[src/design/lma_pkg.sv]
`timescale 1ns / 1ps
package lma_pkg;

   // Width of one sample and of one smoothed result.
   localparam int SAMPLE_W = 16;

   // Sequencer states of the top level.
   typedef enum logic [1:0] {
      ST_IDLE,
      ST_START,
      ST_WAIT,
      ST_OUT
   } lma_state_type;

   // Commands from the sequencer to the window store.
   typedef struct packed {
      logic write;   // store the accepted sample and add it to the sum
      logic drop;    // subtract the oldest sample and advance past it
      logic clear;   // empty the window at row end
   } lma_win_cmd_type;

endpackage

[src/design/lma_window.sv]
`timescale 1ns / 1ps
module lma_window #(
   parameter int WINDOW = 8,
   parameter int SUM_W  = 19,
   parameter int CNT_W  = 4,
   parameter int SLOT_W = 3
) (
   input  logic                             clock,
   input  logic                             reset,
   input  lma_pkg::lma_win_cmd_type         cmd,
   input  logic signed [lma_pkg::SAMPLE_W-1:0] sample,
   output logic signed [SUM_W-1:0]          sum,
   output logic [CNT_W-1:0]                 count
);

   localparam int IDX_W = ((SLOT_W > CNT_W) ? SLOT_W : CNT_W) + 1;

   logic signed [lma_pkg::SAMPLE_W-1:0] store_mem [WINDOW];
   logic signed [lma_pkg::SAMPLE_W-1:0] oldest_data_ff;

   logic signed [SUM_W-1:0] sum_ff, sum_in;
   logic [CNT_W-1:0]        count_ff, count_in;
   logic [SLOT_W-1:0]       oldest_ff, oldest_in;
   logic [IDX_W-1:0]        slot_raw;
   logic [SLOT_W-1:0]       wr_slot;

   // Write slot: oldest plus count, wrapped once.
   always_comb begin
      slot_raw = IDX_W'(oldest_ff) + IDX_W'(count_ff);
      if (slot_raw >= IDX_W'(WINDOW)) begin
         wr_slot = SLOT_W'(slot_raw - IDX_W'(WINDOW));
      end else begin
         wr_slot = SLOT_W'(slot_raw);
      end
   end

   always_comb begin
      sum_in    = sum_ff;
      count_in  = count_ff;
      oldest_in = oldest_ff;
      priority if (cmd.clear) begin
         sum_in    = '0;
         count_in  = '0;
         oldest_in = '0;
      end else if (cmd.write) begin
         sum_in   = sum_ff + SUM_W'(sample);
         count_in = count_ff + CNT_W'(1);
      end else if (cmd.drop) begin
         sum_in   = sum_ff - SUM_W'(oldest_data_ff);
         count_in = count_ff - CNT_W'(1);
         if (oldest_ff == SLOT_W'(WINDOW - 1)) begin
            oldest_in = '0;
         end else begin
            oldest_in = oldest_ff + SLOT_W'(1);
         end
      end
   end

   always_ff @(posedge clock) begin
      if (reset) begin
         sum_ff    <= '0;
         count_ff  <= '0;
         oldest_ff <= '0;
      end else begin
         sum_ff    <= sum_in;
         count_ff  <= count_in;
         oldest_ff <= oldest_in;
      end
   end

   // Sample store: one write port, registered read of the oldest entry.
   always_ff @(posedge clock) begin
      if (cmd.write) begin
         store_mem[wr_slot] <= sample;
      end
      oldest_data_ff <= store_mem[oldest_ff];
   end

   assign sum   = sum_ff;
   assign count = count_ff;

endmodule

[src/design/lma_divider.sv]
`timescale 1ns / 1ps
module lma_divider #(
   parameter int SUM_W = 19,
   parameter int CNT_W = 4
) (
   input  logic                                clock,
   input  logic                                reset,
   input  logic                                start,
   input  logic signed [SUM_W-1:0]             dividend,
   input  logic [CNT_W-1:0]                    divisor,
   output logic                                done,
   output logic signed [lma_pkg::SAMPLE_W-1:0] quotient
);

   localparam int ITER_W = $clog2(SUM_W + 1);

   logic              busy_ff, busy_in;
   logic [ITER_W-1:0] iter_ff, iter_in;
   logic              neg_ff, neg_in;
   logic [SUM_W-1:0]  quo_ff, quo_in;
   logic [CNT_W-1:0]  rem_ff, rem_in;
   logic [CNT_W-1:0]  div_ff, div_in;
   logic [CNT_W:0]    partial;
   logic [CNT_W:0]    diff;
   logic              take;
   logic [lma_pkg::SAMPLE_W-1:0] mag;

   // One quotient bit per cycle: shift in the next dividend bit, try subtract.
   always_comb begin
      partial = {rem_ff, quo_ff[SUM_W-1]};
      diff    = partial - {1'b0, div_ff};
      take    = (partial >= {1'b0, div_ff});
   end

   always_comb begin
      busy_in = busy_ff;
      iter_in = iter_ff;
      neg_in  = neg_ff;
      quo_in  = quo_ff;
      rem_in  = rem_ff;
      div_in  = div_ff;
      if (start) begin
         busy_in = 1'b1;
         iter_in = ITER_W'(SUM_W);
         neg_in  = dividend[SUM_W-1];
         quo_in  = dividend[SUM_W-1] ? SUM_W'(-dividend) : SUM_W'(dividend);
         rem_in  = '0;
         div_in  = divisor;
      end else if (busy_ff) begin
         iter_in = iter_ff - ITER_W'(1);
         quo_in  = {quo_ff[SUM_W-2:0], take};
         rem_in  = take ? CNT_W'(diff) : CNT_W'(partial);
         if (iter_ff == ITER_W'(1)) begin
            busy_in = 1'b0;
         end
      end
   end

   always_ff @(posedge clock) begin
      if (reset) begin
         busy_ff <= 1'b0;
         iter_ff <= '0;
      end else begin
         busy_ff <= busy_in;
         iter_ff <= iter_in;
      end
   end

   always_ff @(posedge clock) begin
      neg_ff <= neg_in;
      quo_ff <= quo_in;
      rem_ff <= rem_in;
      div_ff <= div_in;
   end

   assign done     = busy_ff && (iter_ff == ITER_W'(1));
   assign mag      = quo_ff[lma_pkg::SAMPLE_W-1:0];
   assign quotient = neg_ff ? $signed(-mag) : $signed(mag);

endmodule

[src/design/lookahead_moving_average.sv]
`timescale 1ns / 1ps
// Channel   Direction  Signals                         Meaning
// req_      in         valid, stall, sample, row_end   one sample of a row per item
// rsp_      out        valid, stall, smoothed, last    one window mean per item
//
// An item that completes no window is taken while idle. Each result takes a
// load, a bit-serial divide of the SUM_W-bit sum (19 bits at WINDOW = 8) and
// a wait in the output state until taken. A row end produces fill-count
// results one after another, and samples stall until the last is taken.
// Reset is synchronous, active high, and empties the window but not the store.
// req_stall is high while busy; a stalled result holds in the divider until taken.
module lookahead_moving_average #(
   parameter int WINDOW = 8
) (
   input  logic                                clock,
   input  logic                                reset,
   input  logic                                req_valid,
   output logic                                req_stall,
   input  logic signed [lma_pkg::SAMPLE_W-1:0] req_sample,
   input  logic                                req_row_end,
   output logic                                rsp_valid,
   input  logic                                rsp_stall,
   output logic signed [lma_pkg::SAMPLE_W-1:0] rsp_smoothed,
   output logic                                rsp_last
);

   // Sum of WINDOW samples, count from 0 to WINDOW, store index.
   localparam int SUM_W  = lma_pkg::SAMPLE_W + $clog2(WINDOW);
   localparam int CNT_W  = $clog2(WINDOW + 1);
   localparam int SLOT_W = (WINDOW > 1) ? $clog2(WINDOW) : 1;

   lma_pkg::lma_state_type   state_ff, state_in;
   lma_pkg::lma_win_cmd_type win_cmd;

   logic                    end_ff, end_in;
   logic signed [SUM_W-1:0] win_sum;
   logic [CNT_W-1:0]        win_count;
   logic                    div_start;
   logic                    div_done;
   logic                    req_take;
   logic                    rsp_take;
   logic                    final_result;

   assign req_take     = req_valid && !req_stall;
   assign rsp_take     = rsp_valid && !rsp_stall;
   assign final_result = end_ff && (win_count == CNT_W'(1));

   lma_window #(
      .WINDOW (WINDOW),
      .SUM_W  (SUM_W),
      .CNT_W  (CNT_W),
      .SLOT_W (SLOT_W)
   ) u_window (
      .clock  (clock),
      .reset  (reset),
      .cmd    (win_cmd),
      .sample (req_sample),
      .sum    (win_sum),
      .count  (win_count)
   );

   lma_divider #(
      .SUM_W (SUM_W),
      .CNT_W (CNT_W)
   ) u_divider (
      .clock    (clock),
      .reset    (reset),
      .start    (div_start),
      .dividend (win_sum),
      .divisor  (win_count),
      .done     (div_done),
      .quotient (rsp_smoothed)
   );

   // Next state: a full window or a row end starts a division; after each
   // result either flush further down the row or go back for samples.
   always_comb begin
      state_in = state_ff;
      end_in   = end_ff;
      unique case (state_ff)
         lma_pkg::ST_IDLE: begin
            if (req_take) begin
               end_in = req_row_end;
               if (req_row_end || (win_count == CNT_W'(WINDOW - 1))) begin
                  state_in = lma_pkg::ST_START;
               end
            end
         end
         lma_pkg::ST_START: begin
            state_in = lma_pkg::ST_WAIT;
         end
         lma_pkg::ST_WAIT: begin
            if (div_done) begin
               state_in = lma_pkg::ST_OUT;
            end
         end
         lma_pkg::ST_OUT: begin
            if (rsp_take) begin
               if (end_ff && !final_result) begin
                  state_in = lma_pkg::ST_START;
               end else begin
                  state_in = lma_pkg::ST_IDLE;
               end
            end
         end
         default: begin
            state_in = lma_pkg::ST_IDLE;
         end
      endcase
   end

   // Outputs: hold off samples while busy; drop the oldest on each result.
   always_comb begin
      req_stall     = (state_ff != lma_pkg::ST_IDLE);
      rsp_valid     = (state_ff == lma_pkg::ST_OUT);
      rsp_last      = final_result;
      div_start     = (state_ff == lma_pkg::ST_START);
      win_cmd.write = (state_ff == lma_pkg::ST_IDLE) && req_valid;
      win_cmd.drop  = (state_ff == lma_pkg::ST_OUT) && !rsp_stall;
      win_cmd.clear = (state_ff == lma_pkg::ST_OUT) && !rsp_stall && final_result;
   end

   always_ff @(posedge clock) begin
      if (reset) begin
         state_ff <= lma_pkg::ST_IDLE;
         end_ff   <= 1'b0;
      end else begin
         state_ff <= state_in;
         end_ff   <= end_in;
      end
   end

endmodule

[config.mk]
export PLATFORM = sky130hd
export DESIGN_NAME = lookahead_moving_average
export DESIGN_NICKNAME = d
export VERILOG_FILES = /design/src/design/lma_pkg.sv /design/src/design/lma_window.sv /design/src/design/lma_divider.sv /design/src/design/lookahead_moving_average.sv
export SDC_FILE = /design/constraint.sdc
export NUM_CORES = 1
export LEC_CHECK = 0
export BUFFER_PORTS_ARGS = -buffer_cell sky130_fd_sc_hd__buf_4
export CORE_MARGIN = 5
export CORE_UTILIZATION = 47
export CTS_BUF_LIST = sky130_fd_sc_hd__clkbuf_16
export CTS_CLUSTER_DIAMETER = 50
export DETAILED_ROUTE_END_ITERATION = 7
export MAX_ROUTING_LAYER = met4
export PLACE_DENSITY_LB_ADDON = 0.3
export SLEW_MARGIN = 10
export SYNTH_ARGS = -nofsm -noshare
export SYNTH_HDL_FRONTEND = slang
export SYNTH_SLANG_ARGS = --single-unit
[constraint.sdc]
create_clock -name clock -period 4 [get_ports clock]
set_clock_uncertainty 0.2 [all_clocks]
set_input_delay 0 -clock clock [delete_from_list [all_inputs] [get_ports clock]]
set_output_delay 0 -clock clock [all_outputs]
set_load 0.02 [all_outputs]
==> results.cfg <==
[run_status]
status = finished clean

[setup_path]
cp.depth = 12
ff2ff_setup_slack_ns = 0.27
cpPeakStageDelay_ns = 0.50
critPathCapture = u_window.sum[18]
setup.worst_path.end_class = flop
cp.required_ns = 4.21
r2r-start = u_window.oldest_data_ff[4]
cp-start-kind = flop
slowest_stage = or4b_1
rr_endpoint = u_window.sum[18]
cpMostUsedCell = or3_4
cp.buffers_inverters = 0
reg2regPathDepth = 12
cp.arrival_ns = 3.93
cp_top_family = simple AND/OR/NAND/NOR gates
crit_start = u_window.oldest_data_ff[4]
path_cells = or3_4 > nand2b_4 > or3_4 > nor4_1 > xor2_1 > a21oi_1 > ha_1 > and3_1 > or4b_1 > a21oi_2 > mux2i_1 > nand3_1
crit_fanout = 7
criticalPathCategory = reg2reg

[routing]
first_iter_violations = 461
route.antenna.remaining_nets = 0
drc = 0
routed_wl_um = 20300
wl_per_cell_um = 17.2
via_per_inst = 5.47
firstDrtPassIters = 5
vias = 6462

[logic_synthesis]
netlist_area_um2 = 10100
synth_cells = 812
synth_nets = 875
synth_area_leaders = edfxtp_1 (45%), dfxtp_1 (11%), mux4_2 (7.1%)
yosysWarnings = 0
yosysTopAreaCellShare = 0.452
synthFlopType = edfxtp_1
synth_cell_type_count = 67
yosys.area.top_type = edfxtp_1
yosysSeqAreaShare = 0.561
syn_avg_cell_area_um2 = 12.4
ys_ff_latch = 207
synthArstFlopShare = 0
synth-edff-count = 152

[final_layout]
num_antenna_cells = 0
fin_util = 0.560
area_growth_pct = 17.0
nets = 950
drive_above_1_share = 0.195
nFillCells = 1750

[timing]
setup_tns_ns = 0
setup_viol = 0
max_slew_margin = 0.477
hold_viol_final = 0
min_period_ns = 3.73
grt_setup_unrepaired = false
period_share = 0.932
slew_violations = 0
fmax_mhz = 268
worstMarginPinSlew_ns = 0.765

[clocking]
htree_levels = 1
clock_path_buffers = 3
cts_setup_buffers = 0
root_buffer = clkbuf_16
tritoncts = built
insertion_delay_ns = 0.52
cts.clk_slew.worst_paths_ns = 0.06
clock-sinks = 207
numCtsBuffers = 25

[run]
max_cap_viol_count = 0

[floorplan]
die_h_um = 157
ios = 40
rows = 53
start_util = 0.479
die_area_um2 = 24500
die_w_um = 157
core_area_um2 = 21100

[grt]
grt_max_degree = 38
grt_pass1_wl_um = 34000
grt-ovfl-total = 0
antenna_found_initial = 0
grt_usage = 0.177
grt_pass1_vias = 6437

[place]
io_buffers = 39
detailed_place_hpwl_um = 13300
gp_congestion = 0.861

[power]
leakagePower_nw = 4.32
power_mw = 8.85
power_density_nw_per_um2 = 748
peakVddDrop_mv = 0.560

[worst_hold_path]
hold_path.class = in2reg
==> state kept, by name (all words and copies together) (netlist names) <==
register	count
u_window.store_mem	128
u_divider.quo_ff	19
u_window.sum	19
u_window.oldest_data_ff	16
u_divider.iter_ff	5
u_divider.div_ff	4
u_divider.rem_ff	4
u_window.count	4
u_window.oldest_ff	3
state_ff	2
end_ff	1
u_divider.busy_ff	1
u_divider.neg_ff	1
==> cell families after synthesis <==
| family | count (synthesis) | synth area share |
|---|---|---|
| AO/OA/AOI/OAI | 141 | 0.0896 |
| flip-flops | 207 | 0.561 |
| multiplexers | 59 | 0.101 |
| adder cells (fa/ha/maj) | 42 | 0.0543 |
| AND/OR/NAND/NOR | 240 | 0.117 |
| XOR/XNOR | 62 | 0.0538 |
| buffers and inverters | 61 | 0.0234 |
==> cell type report <==
type	count	area, µm²	share of cell area
Sequential cell	207	5670	0.479
Multi-Input combinational cell	544	4240	0.358
Timing Repair Buffer	83	678	0.0574
Clock buffer	25	626	0.0529
Tap cell	275	344	0.0291
Clock inverter	21	171	0.0145
Inverter	26	97.6	0.00826
==> through the flow <==
stage,setup WS (ns),cells,hold slack [ns],instance area (µm²)
6_report,0.273,1181,0.0742,11800
3_5_place_dp,0.241,1113,0.0638,10800
4_1_cts,0.206,1181,0.0478,11800
2_1_floorplan,0.302,812,-0.101,10100
3_3_place_gp,0.291,1113,0.0571,10800
5_1_grt,0.0342,1181,0.0823,11800
==> report_power, final <==
| group | internal [mW] | switching (mW) | total (mW) | leakage, nW |
|---|---|---|---|---|
| sequential | 2.85 | 0.409 | 3.26 | 1.85 |
| clock | 1.28 | 0.865 | 2.14 | 0.411 |
| combinational | 1.50 | 1.94 | 3.45 | 2.06 |
| total | 5.63 | 3.22 | 8.85 | 4.32 |
==> synth_stat cells (2+ instances only) <==
library cell,instances
a21boi_0,2
nor3_1,12
a21oi_1,64
mux2_2,21
fa_1,3
o21a_1,6
or3_4,3
and2_1,2
o31ai_1,7
edfxtp_1,152
xor2_1,32
inv_1,26
o31ai_2,2
ha_1,39
dfxtp_1,55
nand4_1,8
a211oi_1,6
buf_1,3
buf_2,3
a21oi_2,2
nor2_1,82
nand3_1,14
nor2b_1,5
or3_1,3
or2_2,4
clkbuf_1,28
o41ai_1,5
o32ai_1,2
and3_1,4
xnor2_1,30
or4_1,3
nor4b_1,2
o211ai_1,2
nor4_1,8
nand2b_1,6
o21ai_0,24
nand3b_1,6
mux2i_1,6
mux4_2,32
nand2_1,67
a21o_1,5
==> layer usage <==
layer,GRT usage,share of wire,vias to the layer above
met3,0.0202,0.037,35
li1,-,-,3179
met4,0.0579,0.032,0
met5,-,0,-
met2,0.282,0.47,118
met1,0.240,0.46,3130
==> cell usage in the layout, fill, tap and decap left out, types with 5 or more instances in the layout <==
cell / instances
mux2i_1: 6
nand3_1: 14
o21a_1: 6
o31ai_1: 7
ha_1: 39
clkinv_1: 6
mux2_2: 21
nand4_1: 8
buf_4: 61
a211oi_1: 6
clkbuf_16: 25
xnor2_1: 30
o21ai_0: 24
nand3b_1: 6
edfxtp_1: 152
o41ai_1: 5
nor3_1: 8
inv_1: 32
nor2_1: 82
dlygate4sd3_1: 22
nor4_1: 6
a21o_1: 5
dfxtp_1: 54
mux4_2: 32
a21oi_1: 63
nand2_1: 67
nand2b_1: 6
nor2b_1: 5
xor2_1: 32
==> worst register-to-register path: stages (launching register included) <==
cell	delay [ns]
dfxtp_1	0.33
or3_4	0.42
nand2b_4	0.16
or3_4	0.36
nor4_1	0.25
xor2_1	0.18
a21oi_1	0.09
ha_1	0.39
and3_1	0.21
or4b_1	0.50
a21oi_2	0.22
mux2i_1	0.21
nand3_1	0.09
==> timing repair <==
action	CTS	global route
setup endpoints to repair	0	1
hold buffers	22	0
resized for setup	0	1
endpoints found under the hold margin	150	0
==> worst min-delay path by stage <==
stage | from | cells after the start | endpoint | slack (ns)
after detailed placement | req_sample[10] | 1 | u_window.store_mem[2][10] | 0.06
after global routing | req_sample[8] | 2 | u_window.store_mem[5][8] | 0.08
after CTS | req_sample[10] | 2 | u_window.store_mem[0][10] | 0.05
final | req_sample[8] | 2 | u_window.store_mem[5][8] | 0.07
after floorplan | req_sample[0] | 0 | u_window.store_mem[0][0] | -0.10
after global placement | req_sample[2] | 1 | u_window.store_mem[0][2] | 0.06
No activity file was read; power rests on OpenSTA's default activity.
